--- config.mk ---
export PLATFORM = sky130hd
export DESIGN_NAME = dtmf_pin_command_lock
export DESIGN_NICKNAME = d
export VERILOG_FILES = /design/src/rtl/core/dpcl_pkg.sv /design/src/rtl/core/dtmf_pin_command_lock.sv /design/src/rtl/core/dpcl_cfg.sv /design/src/rtl/core/dpcl_judge.sv /design/src/rtl/core/dpcl_core.sv
export SDC_FILE = /design/constraint.sdc
export NUM_CORES = 1
export LEC_CHECK = 0
export ABC_AREA = 1
export BUFFER_PORTS_ARGS = -buffer_cell sky130_fd_sc_hd__buf_2
export CAP_MARGIN = 20
export CORE_MARGIN = 2
export CORE_UTILIZATION = 60
export CTS_CLUSTER_DIAMETER = 40
export DETAILED_ROUTE_END_ITERATION = 12
export PLACE_DENSITY = 0.82
export SLEW_MARGIN = 10
export SYNTH_ARGS = -nofsm -noshare
export SYNTH_HDL_FRONTEND = slang
export SYNTH_SLANG_ARGS = --single-unit
--- constraint.sdc ---
create_clock -name clk_i -period 7.3 [get_ports clk_i]
set_input_delay 0.73 -clock clk_i [delete_from_list [all_inputs] [get_ports clk_i]]
set_output_delay 0.73 -clock clk_i [all_outputs]
set_load 0.01 [all_outputs]
--- src/rtl/core/dpcl_pkg.sv ---
// dpcl_pkg: shared types and codes for the keypad pin command lock
// holds the configuration struct, the judge result struct and all code constants
// no dependencies
package dpcl_pkg;

  // default sizes handed to the top level parameters
  localparam int StoreCharsDef = 16;
  localparam int PinMaxDef     = 8;

  localparam int CodeW    = 4;
  localparam int PinLenW  = 4;
  localparam int ElapsedW = 15;
  localparam int FailW    = 8;

  // input opcodes
  localparam logic [1:0] OP_EVENT = 2'd0;
  localparam logic [1:0] OP_TICK  = 2'd1;
  localparam logic [1:0] OP_RESET = 2'd2;

  // event codes
  localparam logic [CodeW-1:0] CODE_STAR  = 4'd10;
  localparam logic [CodeW-1:0] CODE_HASH  = 4'd11;
  localparam logic [CodeW-1:0] DIGIT_DOOR  = 4'd1;
  localparam logic [CodeW-1:0] DIGIT_LIGHT = 4'd2;

  // result status
  localparam logic [2:0] ST_STORED   = 3'd0;
  localparam logic [2:0] ST_ACCEPTED = 3'd1;
  localparam logic [2:0] ST_REJECTED = 3'd2;
  localparam logic [2:0] ST_TIMEOUT  = 3'd3;
  localparam logic [2:0] ST_OVERFLOW = 3'd4;
  localparam logic [2:0] ST_IGNORED  = 3'd5;
  localparam logic [2:0] ST_DONE     = 3'd6;

  // actions
  localparam logic [1:0] ACT_NONE  = 2'd0;
  localparam logic [1:0] ACT_DOOR  = 2'd1;
  localparam logic [1:0] ACT_LIGHT = 2'd2;

  // fail reasons
  localparam logic [2:0] FAIL_NONE   = 3'd0;
  localparam logic [2:0] FAIL_EMPTY  = 3'd1;
  localparam logic [2:0] FAIL_LEGACY = 3'd2;
  localparam logic [2:0] FAIL_LENGTH = 3'd3;
  localparam logic [2:0] FAIL_PIN    = 3'd4;
  localparam logic [2:0] FAIL_FORMAT = 3'd5;

  // register indexes (byte address / 4)
  localparam logic [2:0] REG_PIN_ENABLE    = 3'd0;
  localparam logic [2:0] REG_PIN_LENGTH    = 3'd1;
  localparam logic [2:0] REG_PIN_DIGITS    = 3'd2;
  localparam logic [2:0] REG_TIMEOUT_LIMIT = 3'd3;
  localparam logic [2:0] REG_ATTEMPT_LIMIT = 3'd4;

  localparam logic [ElapsedW-1:0] TIMEOUT_RESET = 15'd10000;
  localparam logic [FailW-1:0]    ATTEMPT_RESET = 8'd3;
  localparam logic [ElapsedW-1:0] ELAPSED_MAX   = '1;
  localparam logic [FailW-1:0]    FAIL_MAX      = '1;

  typedef struct packed {
    logic                pin_enable;
    logic [PinLenW-1:0]  pin_length;
    logic [31:0]         pin_digits;
    logic [ElapsedW-1:0] timeout_limit_ms;
    logic [FailW-1:0]    attempt_limit;
  } cfg_t;

  typedef struct packed {
    logic [1:0] action;
    logic [2:0] reason;
  } judge_t;

endpackage

--- src/rtl/core/dtmf_pin_command_lock.sv ---
// dtmf_pin_command_lock: keypad pin command lock on telephone event codes
// path: a transaction passes the input register, then the result register (2 registers)
// throughput: one transaction per cycle, set by the single-pass step between the
// input register and the result register; a waiting result stalls the step and the input
// reset: rst_ni async low clears control state and loads register defaults; the digit
// store has no reset and needs no clearing pass
module dtmf_pin_command_lock #(
  parameter int StoreChars = dpcl_pkg::StoreCharsDef,
  parameter int PinMax     = dpcl_pkg::PinMaxDef
) (
  input  logic        clk_i,
  input  logic        rst_ni,
  input  logic        psel,
  input  logic        penable,
  input  logic        pwrite,
  input  logic [4:0]  paddr,
  input  logic [31:0] pwdata,
  output logic [31:0] prdata,
  output logic        pready,
  input  logic        in_valid_i,
  output logic        in_ready_o,
  input  logic [1:0]  opcode_i,
  input  logic [7:0]  event_code_i,
  output logic        out_valid_o,
  input  logic        out_ready_i,
  output logic [2:0]  status_o,
  output logic [1:0]  action_o,
  output logic [2:0]  fail_reason_o,
  output logic        locked_out_o,
  output logic [7:0]  failed_count_o
);
  import dpcl_pkg::*;

  cfg_t cfg;

  dpcl_cfg u_cfg (
    .clk_i  (clk_i),
    .rst_ni (rst_ni),
    .psel   (psel),
    .penable(penable),
    .pwrite (pwrite),
    .paddr  (paddr),
    .pwdata (pwdata),
    .prdata (prdata),
    .pready (pready),
    .cfg_o  (cfg)
  );

  dpcl_core #(
    .StoreChars(StoreChars),
    .PinMax    (PinMax)
  ) u_core (
    .clk_i         (clk_i),
    .rst_ni        (rst_ni),
    .cfg_i         (cfg),
    .in_valid_i    (in_valid_i),
    .in_ready_o    (in_ready_o),
    .opcode_i      (opcode_i),
    .event_code_i  (event_code_i),
    .out_valid_o   (out_valid_o),
    .out_ready_i   (out_ready_i),
    .status_o      (status_o),
    .action_o      (action_o),
    .fail_reason_o (fail_reason_o),
    .locked_out_o  (locked_out_o),
    .failed_count_o(failed_count_o)
  );

endmodule

--- src/rtl/core/dpcl_cfg.sv ---
// dpcl_cfg: apb-style configuration register file for the pin command lock
// depends on dpcl_pkg for the register indexes and the cfg_t struct
module dpcl_cfg (
  input  logic                 clk_i,
  input  logic                 rst_ni,
  input  logic                 psel,
  input  logic                 penable,
  input  logic                 pwrite,
  input  logic [4:0]           paddr,
  input  logic [31:0]          pwdata,
  output logic [31:0]          prdata,
  output logic                 pready,
  output dpcl_pkg::cfg_t       cfg_o
);
  import dpcl_pkg::*;

  cfg_t       cfg_q;
  logic       wr_en;
  logic [2:0] reg_idx;

  assign pready  = 1'b1;
  assign wr_en   = psel & penable & pwrite;
  assign reg_idx = paddr[4:2];
  assign cfg_o   = cfg_q;

  always_ff @(posedge clk_i or negedge rst_ni) begin
    if (!rst_ni) begin
      cfg_q.pin_enable       <= 1'b0;
      cfg_q.pin_length       <= '0;
      cfg_q.pin_digits       <= '0;
      cfg_q.timeout_limit_ms <= TIMEOUT_RESET;
      cfg_q.attempt_limit    <= ATTEMPT_RESET;
    end else if (wr_en) begin
      unique case (reg_idx)
        REG_PIN_ENABLE:    cfg_q.pin_enable       <= pwdata[0];
        REG_PIN_LENGTH:    cfg_q.pin_length       <= pwdata[PinLenW-1:0];
        REG_PIN_DIGITS:    cfg_q.pin_digits       <= pwdata;
        REG_TIMEOUT_LIMIT: cfg_q.timeout_limit_ms <= pwdata[ElapsedW-1:0];
        REG_ATTEMPT_LIMIT: cfg_q.attempt_limit    <= pwdata[FailW-1:0];
        default: ;
      endcase
    end
  end

  always_comb begin
    unique case (reg_idx)
      REG_PIN_ENABLE:    prdata = {31'd0, cfg_q.pin_enable};
      REG_PIN_LENGTH:    prdata = {{(32-PinLenW){1'b0}}, cfg_q.pin_length};
      REG_PIN_DIGITS:    prdata = cfg_q.pin_digits;
      REG_TIMEOUT_LIMIT: prdata = {{(32-ElapsedW){1'b0}}, cfg_q.timeout_limit_ms};
      REG_ATTEMPT_LIMIT: prdata = {{(32-FailW){1'b0}}, cfg_q.attempt_limit};
      default:           prdata = '0;
    endcase
  end

endmodule

--- src/rtl/core/dpcl_judge.sv ---
// dpcl_judge: decodes a completed command held in the digit store
// depends on dpcl_pkg for codes, cfg_t and judge_t
module dpcl_judge #(
  parameter int StoreChars = dpcl_pkg::StoreCharsDef,
  parameter int PinMax     = dpcl_pkg::PinMaxDef,
  localparam int Depth     = StoreChars - 1,
  localparam int FillW     = $clog2(StoreChars)
) (
  input  logic [Depth-1:0][dpcl_pkg::CodeW-1:0] store_i,
  input  logic [FillW-1:0]                       fill_i,
  input  dpcl_pkg::cfg_t                         cfg_i,
  output dpcl_pkg::judge_t                       res_o
);
  import dpcl_pkg::*;

  logic [PinLenW-1:0] want;
  logic [FillW-1:0]   fill_m1;
  logic               mismatch;

  always_comb begin
    if (cfg_i.pin_length > PinLenW'(PinMax)) begin
      want = PinLenW'(PinMax);
    end else begin
      want = cfg_i.pin_length;
    end
    fill_m1  = fill_i - FillW'(1);
    mismatch = 1'b0;
    for (int i = 0; i < PinMax; i++) begin
      if ((PinLenW'(i) < want) && (store_i[i+1] != cfg_i.pin_digits[4*i +: 4])) begin
        mismatch = 1'b1;
      end
    end
  end

  always_comb begin
    res_o.action = ACT_NONE;
    res_o.reason = FAIL_NONE;
    priority if (fill_i == '0) begin
      res_o.reason = FAIL_EMPTY;
    end else if (fill_i == FillW'(2) && store_i[0] == CODE_STAR
                 && store_i[1] == DIGIT_LIGHT) begin
      // star-two wins even when it would match the pin
      res_o.action = ACT_LIGHT;
    end else if (store_i[0] != CODE_STAR) begin
      res_o.reason = FAIL_FORMAT;
    end else if (!cfg_i.pin_enable) begin
      if (fill_i == FillW'(2) && store_i[1] == DIGIT_DOOR) begin
        res_o.action = ACT_DOOR;
      end else begin
        res_o.reason = FAIL_LEGACY;
      end
    end else if (fill_m1 != FillW'(want)) begin
      res_o.reason = FAIL_LENGTH;
    end else if (mismatch) begin
      res_o.reason = FAIL_PIN;
    end else begin
      res_o.action = ACT_DOOR;
    end
  end

endmodule

--- src/rtl/core/dpcl_core.sv ---
// dpcl_core: input register, sequence state, result register
// depends on dpcl_pkg and dpcl_judge
module dpcl_core #(
  parameter int StoreChars = dpcl_pkg::StoreCharsDef,
  parameter int PinMax     = dpcl_pkg::PinMaxDef
) (
  input  logic           clk_i,
  input  logic           rst_ni,
  input  dpcl_pkg::cfg_t cfg_i,
  input  logic           in_valid_i,
  output logic           in_ready_o,
  input  logic [1:0]     opcode_i,
  input  logic [7:0]     event_code_i,
  output logic           out_valid_o,
  input  logic           out_ready_i,
  output logic [2:0]     status_o,
  output logic [1:0]     action_o,
  output logic [2:0]     fail_reason_o,
  output logic           locked_out_o,
  output logic [7:0]     failed_count_o
);
  import dpcl_pkg::*;

  localparam int Depth = StoreChars - 1;
  localparam int FillW = $clog2(StoreChars);
  localparam int IdxW  = $clog2(Depth);

  // input stage
  logic       in_valid_q;
  logic [1:0] opcode_q;
  logic [7:0] code_q;
  logic       advance;

  // sequence state
  logic [Depth-1:0][CodeW-1:0] store_q;
  logic [FillW-1:0]            fill_q, fill_d;
  logic [ElapsedW-1:0]         elapsed_q, elapsed_d;
  logic                        running_q, running_d;
  logic [FailW-1:0]            failures_q, failures_d, fail_inc;
  logic                        lockout_q, lockout_d;
  logic                        store_we;

  // result stage
  logic       out_valid_q;
  logic [2:0] status_q, status_d;
  logic [1:0] action_q, action_d;
  logic [2:0] reason_q, reason_d;

  judge_t judge;

  assign advance    = in_valid_q & (~out_valid_q | out_ready_i);
  assign in_ready_o = ~in_valid_q | advance;

  always_ff @(posedge clk_i or negedge rst_ni) begin
    if (!rst_ni) begin
      in_valid_q <= 1'b0;
    end else if (in_ready_o) begin
      in_valid_q <= in_valid_i;
    end
  end

  always_ff @(posedge clk_i) begin
    if (in_valid_i && in_ready_o) begin
      opcode_q <= opcode_i;
      code_q   <= event_code_i;
    end
  end

  dpcl_judge #(
    .StoreChars(StoreChars),
    .PinMax    (PinMax)
  ) u_judge (
    .store_i(store_q),
    .fill_i (fill_q),
    .cfg_i  (cfg_i),
    .res_o  (judge)
  );

  assign fail_inc = (failures_q != FAIL_MAX) ? failures_q + FailW'(1) : failures_q;

  always_comb begin
    fill_d     = fill_q;
    elapsed_d  = elapsed_q;
    running_d  = running_q;
    failures_d = failures_q;
    lockout_d  = lockout_q;
    store_we   = 1'b0;
    status_d   = ST_IGNORED;
    action_d   = ACT_NONE;
    reason_d   = FAIL_NONE;
    unique case (opcode_q)
      OP_TICK: begin
        if (running_q && elapsed_q != ELAPSED_MAX) begin
          elapsed_d = elapsed_q + ElapsedW'(1);
        end
        status_d = ST_DONE;
      end
      OP_RESET: begin
        fill_d     = '0;
        elapsed_d  = '0;
        running_d  = 1'b0;
        failures_d = '0;
        lockout_d  = 1'b0;
        status_d   = ST_DONE;
      end
      OP_EVENT: begin
        if (!lockout_q && code_q[7:CodeW] == '0) begin
          priority if (fill_q != '0 && running_q
                       && elapsed_q >= cfg_i.timeout_limit_ms) begin
            fill_d    = '0;
            elapsed_d = '0;
            running_d = 1'b0;
            status_d  = ST_TIMEOUT;
          end else if (code_q[CodeW-1:0] == CODE_HASH) begin
            action_d = judge.action;
            reason_d = judge.reason;
            if (judge.reason != FAIL_NONE) begin
              failures_d = fail_inc;
              if (fail_inc >= cfg_i.attempt_limit) begin
                lockout_d = 1'b1;
              end
              status_d = ST_REJECTED;
            end else begin
              status_d = ST_ACCEPTED;
            end
            fill_d    = '0;
            elapsed_d = '0;
            running_d = 1'b0;
          end else if (fill_q < FillW'(Depth)) begin
            // first stored code starts the timer
            if (fill_q == '0) begin
              running_d = 1'b1;
              elapsed_d = '0;
            end
            store_we = 1'b1;
            fill_d   = fill_q + FillW'(1);
            status_d = ST_STORED;
          end else begin
            fill_d    = '0;
            elapsed_d = '0;
            running_d = 1'b0;
            status_d  = ST_OVERFLOW;
          end
        end
      end
      default: ;
    endcase
  end

  always_ff @(posedge clk_i or negedge rst_ni) begin
    if (!rst_ni) begin
      fill_q      <= '0;
      elapsed_q   <= '0;
      running_q   <= 1'b0;
      failures_q  <= '0;
      lockout_q   <= 1'b0;
      out_valid_q <= 1'b0;
    end else begin
      if (advance) begin
        fill_q      <= fill_d;
        elapsed_q   <= elapsed_d;
        running_q   <= running_d;
        failures_q  <= failures_d;
        lockout_q   <= lockout_d;
        out_valid_q <= 1'b1;
      end else if (out_ready_i) begin
        out_valid_q <= 1'b0;
      end
    end
  end

  // digit store carries no reset, only entries below the fill count are read
  always_ff @(posedge clk_i) begin
    if (advance && store_we) begin
      store_q[fill_q[IdxW-1:0]] <= code_q[CodeW-1:0];
    end
  end

  always_ff @(posedge clk_i) begin
    if (advance) begin
      status_q <= status_d;
      action_q <= action_d;
      reason_q <= reason_d;
    end
  end

  assign out_valid_o    = out_valid_q;
  assign status_o       = status_q;
  assign action_o       = action_q;
  assign fail_reason_o  = reason_q;
  assign locked_out_o   = lockout_q;
  assign failed_count_o = failures_q;

endmodule

Yosys cells after proc, flatten, opt, wreduce, memory -nomap -nowiden --
Index checks and enable logic that the tools add are counted.
Operators by class: $add $sub $neg 4, multipliers 0, div/mod/pow operators 0, order comparisons 14, eq/ne operators 30, shift-type cells 0, muxes and demuxes 68, bitwise operators 10, reductions and logical operators 42
Operators with widths (count):
- 32-bit one-hot mux with 5 select lines | 1
- 15-bit 2-to-1 mux | 6
- 60-bit bitwise mux | 1
- 15-bit one-hot mux with 3 select lines | 1
- 8-bit 2-to-1 mux | 5
- 4-bit inequality test | 9
- 1-bit 2-to-1 mux | 28
- 3-bit 2-to-1 mux | 9
- 4-bit 2-to-1 mux | 6
- 1-bit logical AND | 18
- 4-bit demux with 4-bit select | 1
- 3-bit by 4-bit less-than comparator with 1-bit output (first input constant) | 4
- 8-bit one-hot mux with 2 select lines | 1
- 15-bit by 1-bit adder with 15-bit output (second input constant) | 1
- 15-bit greater-or-equal comparator | 1
- 15-bit inequality test (second input constant) | 1
- 2-bit by 1-bit inequality test with 1-bit output (second input constant) | 5
- 2-bit AND reduction | 5
- 8-bit by 1-bit adder with 8-bit output (second input constant) | 1
- 4-bit by 2-bit == test with 1-bit output (second input constant) | 2
- 4-bit == test (second input constant) | 2
- 8-bit greater-or-equal comparator | 1
- 4-bit zero test | 2
- 1-bit by 4-bit less-than comparator with 1-bit output (first input constant) | 2
- 40 further kinds | 55
Word-level totals: register bits after elaboration 169, latch bits 0, memory bits (writable) 0, ROM bits 0, output and inout port bits 52, memories kept 0

Logic depth before layout (Yosys ltp) --
word-level depth 24, gate-level depth with buffers 20

Hierarchy --
A second synthesis with hierarchy kept.
Second synthesis, totals: cells, all modules 1033, area, all modules 8877.3 µm²
By module, submodules not included:
- dpcl_core | times used 1, cells an instance 508, area each 5208.7 µm², sequential area each 3118.0 µm²
- dpcl_cfg | times used 1, cells an instance 361, area each 2854.0 µm², sequential area each 1510.2 µm²
- dpcl_judge | times used 1, cells an instance 164, area each 814.5 µm², sequential area each 0.0 µm²

Worst setup path after synthesis --
No wires, ideal clock.
kind register to register, from register u_core.failures_q[0] (netlist: u_core.failed_count_o[0]), to register u_core.lockout_q (netlist: u_core.locked_out_o), arrival time 2.500 ns, setup slack 4.683 ns, stages on the path, launching flop included 21, period minus slack after synthesis 2.617 ns, cell sequence dfrtp_1 -> ha_1 -> nand2_1 -> nor2_1 -> nand3_1 -> nor2_1 -> nand2_1 -> clkbuf_1 -> nand2_1 -> nor2_1 -> nor2_1 -> ha_1 -> nand2_1 -> o21ai_0 -> nand2_1 -> o2111ai_1 -> nand2_1 -> a21oi_1 -> nand4_1 -> nand2_1 -> nand2_1
Between the ends: longest elaborated chain between the ends 5, elaborated cells between the ends (all ways) 6, classes of those cells 1 x add/sub; 1 x order compare; 2 x eq/ne; 1 x mux; 1 x reduce/logical
RTL lines:
- from (decl) | line dpcl_core.sv:39 | logic [FailW-1:0] failures_q, failures_d, fail_inc;
- from (signal assigned) | line dpcl_core.sv:163 | failures_q <= failures_d;
- 8-bit by 1-bit adder with 8-bit output or 8-bit inequality test (tied branches) | line dpcl_core.sv:79 | assign fail_inc = (failures_q != FAIL_MAX) ? failures_q + FailW'(1) : failures_q;
- 8-bit 2-to-1 mux * | line dpcl_core.sv:79
- 8-bit greater-or-equal comparator * | line dpcl_core.sv:119 | if (fail_inc >= cfg_i.attempt_limit) begin
- 2-bit by 1-bit inequality test with 1-bit output (no source line) *
- 7-bit AND reduction (no source line) *
- to (signal assigned) | line dpcl_core.sv:164 | lockout_q <= lockout_d;
- to (decl) | line dpcl_core.sv:40 | logic lockout_q, lockout_d;
Every way passes the cells marked *; elsewhere a longest branch is shown, timed or not. A chain may end at the register's enable or synchronous reset.

Final worst setup path --
from input paddr[4], to output prdata[0]
Between the ends: longest elaborated chain between the ends 2, elaborated cells between the ends (all ways) 6, classes of those cells 4 x eq/ne; 1 x mux; 1 x reduce/logical
RTL lines:
- from (decl) | line dtmf_pin_command_lock.sv:16 | input logic [4:0] paddr,
- 3-bit == test, or another cell as far along | line dpcl_cfg.sv:46 | unique case (reg_idx)
- 32-bit one-hot mux with 5 select lines * | line dpcl_cfg.sv:46
- to (decl) | line dtmf_pin_command_lock.sv:18 | output logic [31:0] prdata,
Marks and branches as above.

==> results.rst <==
.. list-table::
   :header-rows: 1

   * - Metric
     - Value
   * - Ratio of total power to cell area
     - 264 mW/mm^2
   * - Count of buffers added by post-CTS timing repair for setup
     - 0
   * - Internal power
     - 1680 uW
   * - Core footprint
     - 0.0127 mm^2
   * - Proportion of synthesized flip-flops having asynchronous set or reset
     - 62.8%
   * - Detailed-router iteration count before antenna repair
     - 6
   * - Count of input and output buffers
     - 102
   * - Die Span Y
     - 118 um
   * - Global-route usage over all layers
     - 26.9%
   * - Switching power total
     - 720 uW
   * - Cell family contributing the most delay on the critical path
     - buffers and inverters
   * - Number of sinks driven by the clock tree
     - 145
   * - Worst slew pin tran
     - 951 ps
   * - CTS tree
     - yes
   * - Post-Route Utilization
     - 71.6%
   * - Via-to-Cell Ratio
     - 5.38
   * - Synthesis-to-layout area growth
     - 16.0%
   * - Clock-pin slew reported for the worst setup and hold paths after clock tree synthesis
     - 60 ps
   * - CP max FO
     - 18
   * - Number of gates resized after cts
     - 0
   * - Antenna diode count
     - 0
   * - Cell area after synthesis
     - 0.00785 mm^2
   * - Combinational cell fraction of total power
     - 20.5%
   * - Floorplan die width
     - 118 um
   * - Switch share
     - 30.0%
   * - Number of hold buffers added after CTS
     - 0
   * - Routed via count
     - 6,468
   * - Weighted congestion at the end of routability-driven global placement
     - 0.867
   * - Most common cell on crit path
     - buf_2
   * - Clk Tree Root Cell
     - clkbuf_16
   * - Number of failing hold endpoints at the final stage
     - 0
   * - Slowest cell on crit path
     - clkinv_1
   * - H-tree depth
     - 4
   * - Number of flops mapped to enable cells by yosys
     - 54
   * - Ratio of cells with drive above 1 in the final layout
     - 17.9%
   * - Most common flop cell mapped by yosys
     - dfrtp_1
   * - Syn. warnings
     - 0
   * - Global-route wire length before repair
     - 29,700 um
   * - RSZ-0062 raised after global routing
     - no
   * - Number of top-level design ports
     - 106
   * - Max-slew headroom
     - 36.5%
   * - Final clock skew
     - 10.4 ps
   * - Net count, final
     - 1,105
   * - Routed wire length per instance
     - 15.0 um
   * - Maximum number of pins on one net before global-route repair
     - 65
   * - Largest stage delay, worst path
     - 480 ps
   * - Crit Path Category
     - input pin to output pin
   * - Data arrival time of the worst path
     - 2500 ps
   * - Post-DRT Antenna Nets
     - 0
   * - Total of flip-flops plus latches after synthesis
     - 145
   * - Average instance area after synthesis
     - 8.58 um^2
   * - Leakage power figure
     - 0.00444 uW
   * - Total global routing overflow
     - 0
   * - Achievable Freq
     - 310 MHz
   * - Number of buffers and inverters on the critical path
     - 4
   * - Estimated wirelength of the detail-placed design
     - 12,800 um
   * - Number of cell rows
     - 41
   * - Power, Total
     - 2400 uW
   * - DRC violations left
     - 0
   * - Pins over their slew limit
     - 0
   * - Required time at the worst-slack endpoint
     - 6570 ps
   * - Area enclosed by the die boundary
     - 0.0140 mm^2
   * - Minimum period implied by the final worst setup slack
     - 3230 ps
   * - Clk pwr share
     - 36.7%
   * - Number of buffers created by CTS
     - 17
   * - Initial core utilization
     - 61.7%
   * - First-iteration detailed-routing DRC count
     - 591
   * - Routed WL
     - 18,000 um
   * - Final setup violating endpoints
     - 0
   * - Maximum vdd drop
     - 0.186 mV
   * - Cell-by-cell listing of the critical path
     - buf_2, nor3_2, buf_4, clkinv_1, o21ai_0, a21oi_1, nand3_1, buf_2
   * - Unique cell type count in the Yosys netlist
     - 49
   * - Period utilisation layout
     - 44.2%
   * - Initial antenna violation count
     - 0
   * - Number of global-route vias before repair
     - 6,282
   * - Worst setup slack for register-to-register paths
     - 4150 ps
   * - Crit start category
     - input pin
   * - Power share of the sequential group
     - 42.8%
   * - Post-Synthesis Net Count
     - 1,003
   * - Endpoint kind of the worst setup timing path
     - output pin
   * - Count of mapped cells out of synthesis
     - 915
   * - CTS max path bufs
     - 2
   * - Hold WC Path Type
     - input pin to asynchronous set/reset pin
   * - Maxcap violations
     - 0
   * - Setup TNS
     - 0 ps
   * - Sequential area share after synthesis
     - 49.8%
   * - Run status
     - finished, final reports clean
   * - Worst skew pair latency
     - 430 ps
-- worst paths after layout --
| kind | to | cells past startpoint | from |
|---|---|---|---|
| setup / recovery | prdata[0] | 8 | paddr[4] |
| hold / removal | u_cfg.cfg_o[38] | 1 | rst_ni |
| setup reg to reg | u_core.elapsed_q[0] | 13 | u_cfg.cfg_o[21] |
| hold reg to reg | u_cfg.cfg_o[2] | 2 | u_cfg.cfg_o[2] |
| max in group asynchronous | u_core.failed_count_o[3] | 2 | rst_ni |
| min in group clk_i | u_core.code_q[0] | 1 | event_code_i[0] |
-- sequential cells by signal, indices dropped and copies added, names as in the netlist --
signal                 cells
u_cfg.cfg_o               60
u_core.action_o            2
u_core.code_q              8
u_core.elapsed_q          15
u_core.fail_reason_o       3
u_core.failed_count_o      8
u_core.fill_q              4
u_core.in_valid_q          1
u_core.locked_out_o        1
u_core.opcode_q            2
u_core.out_valid_o         1
u_core.running_q           1
u_core.status_o            3
u_core.store_q            36
-- metal layers --
| metal | share of wire, % | global-route usage, % | vias up |
|---|---|---|---|
| met2 | 49 | 44.7 | 223 |
| li1 | - | - | 3175 |
| met5 | 0 | 0 | - |
| met3 | 6.3 | 5.45 | 30 |
| met1 | 43 | 35.4 | 3040 |
| met4 | 1.7 | 9.30 | 0 |
-- kinds of logic after synthesis --
kind of cell | count (synthesis) | synth area share, %
AND/OR/NAND/NOR | 405 | 23.0
buffers and inverters | 151 | 7.57
flip-flops | 145 | 49.8
AO/OA/AOI/OAI | 138 | 9.42
XOR/XNOR | 41 | 4.76
adder cells (fa/ha/maj) | 34 | 5.42
other | 1 | 0.0477
-- layout by cell type, fill, tap and decap left out, types with 7 or more instances in the layout --
cell type,instances
buf_2,101
edfxtp_1,54
ha_1,34
or2_2,10
nand4_1,15
clkbuf_16,17
nand3_1,36
inv_1,120
nor2_1,88
dfrtp_1,84
xnor2_1,14
nor3_1,13
o21ai_1,19
xor2_1,25
nand2_1,212
dfstp_2,7
o21ai_0,63
inv_2,8
a21oi_1,39
-- final cells by class --
cell class / count / area [um^2]
Tap cell: 172 / 215
Multi-Input combinational cell: 619 / 3350
Fill cell: 1001 / 3610
Clock inverter: 11 / 138
Sequential cell: 145 / 3910
Clock buffer: 21 / 460
Timing Repair Buffer: 105 / 548
Inverter: 129 / 484
-- per-stage QoR --
step           setup slack (ps)  cells  hold slack [ps]  area, um^2
2_1_floorplan              4680    915              434        7850
3_3_place_gp               4170   1169              467        8490
3_5_place_dp               4190   1169              473        8490
4_1_cts                    4090   1201              303        9090
5_1_grt                    3850   1202              330        9110
6_report                   4070   1202              291        9110
-- power by group through the flow --
| stage | logic [uW] | registers [uW] | clock network [uW] |
|---|---|---|---|
| 3_3_place_gp | 466 | 1040 | 0 |
| 5_1_grt | 564 | 1040 | 925 |
| 3_5_place_dp | 484 | 1040 | 0 |
| 4_1_cts | 492 | 1030 | 889 |
| 6_report | 492 | 1030 | 882 |
| 2_1_floorplan | 357 | 1020 | 0 |
-- synthesized netlist by cell type, types with 2 or more instances --
library cell	count	area, um^2
or2_1	3	18.8
nor3b_1	2	15.0
buf_4	3	22.5
nor2_2	4	25.0
o22ai_1	5	31.3
nand2_4	4	45.0
nor2_1	88	330
nand2_2	4	25.0
or2_2	10	62.6
nand3_4	2	35.0
nor4_1	2	12.5
xnor2_1	14	123
dfrtp_1	84	2100
and3_2	2	15.0
clkbuf_1	16	60.1
a21oi_1	39	195
nor3_1	13	65.1
dfstp_2	7	184
inv_1	120	450
nand2_1	213	800
a221o_1	2	20.0
xor2_1	25	219
o221ai_1	2	17.5
edfxtp_1	54	1620
o21ai_1	19	95.1
o21ai_0	63	315
inv_2	8	30.0
ha_1	34	425
xor2_2	2	32.5
nand3_1	36	180
a22oi_1	2	15.0
buf_6	2	22.5
nand4_1	15	93.8
No activity file was read; power rests on OpenSTA's default activity.
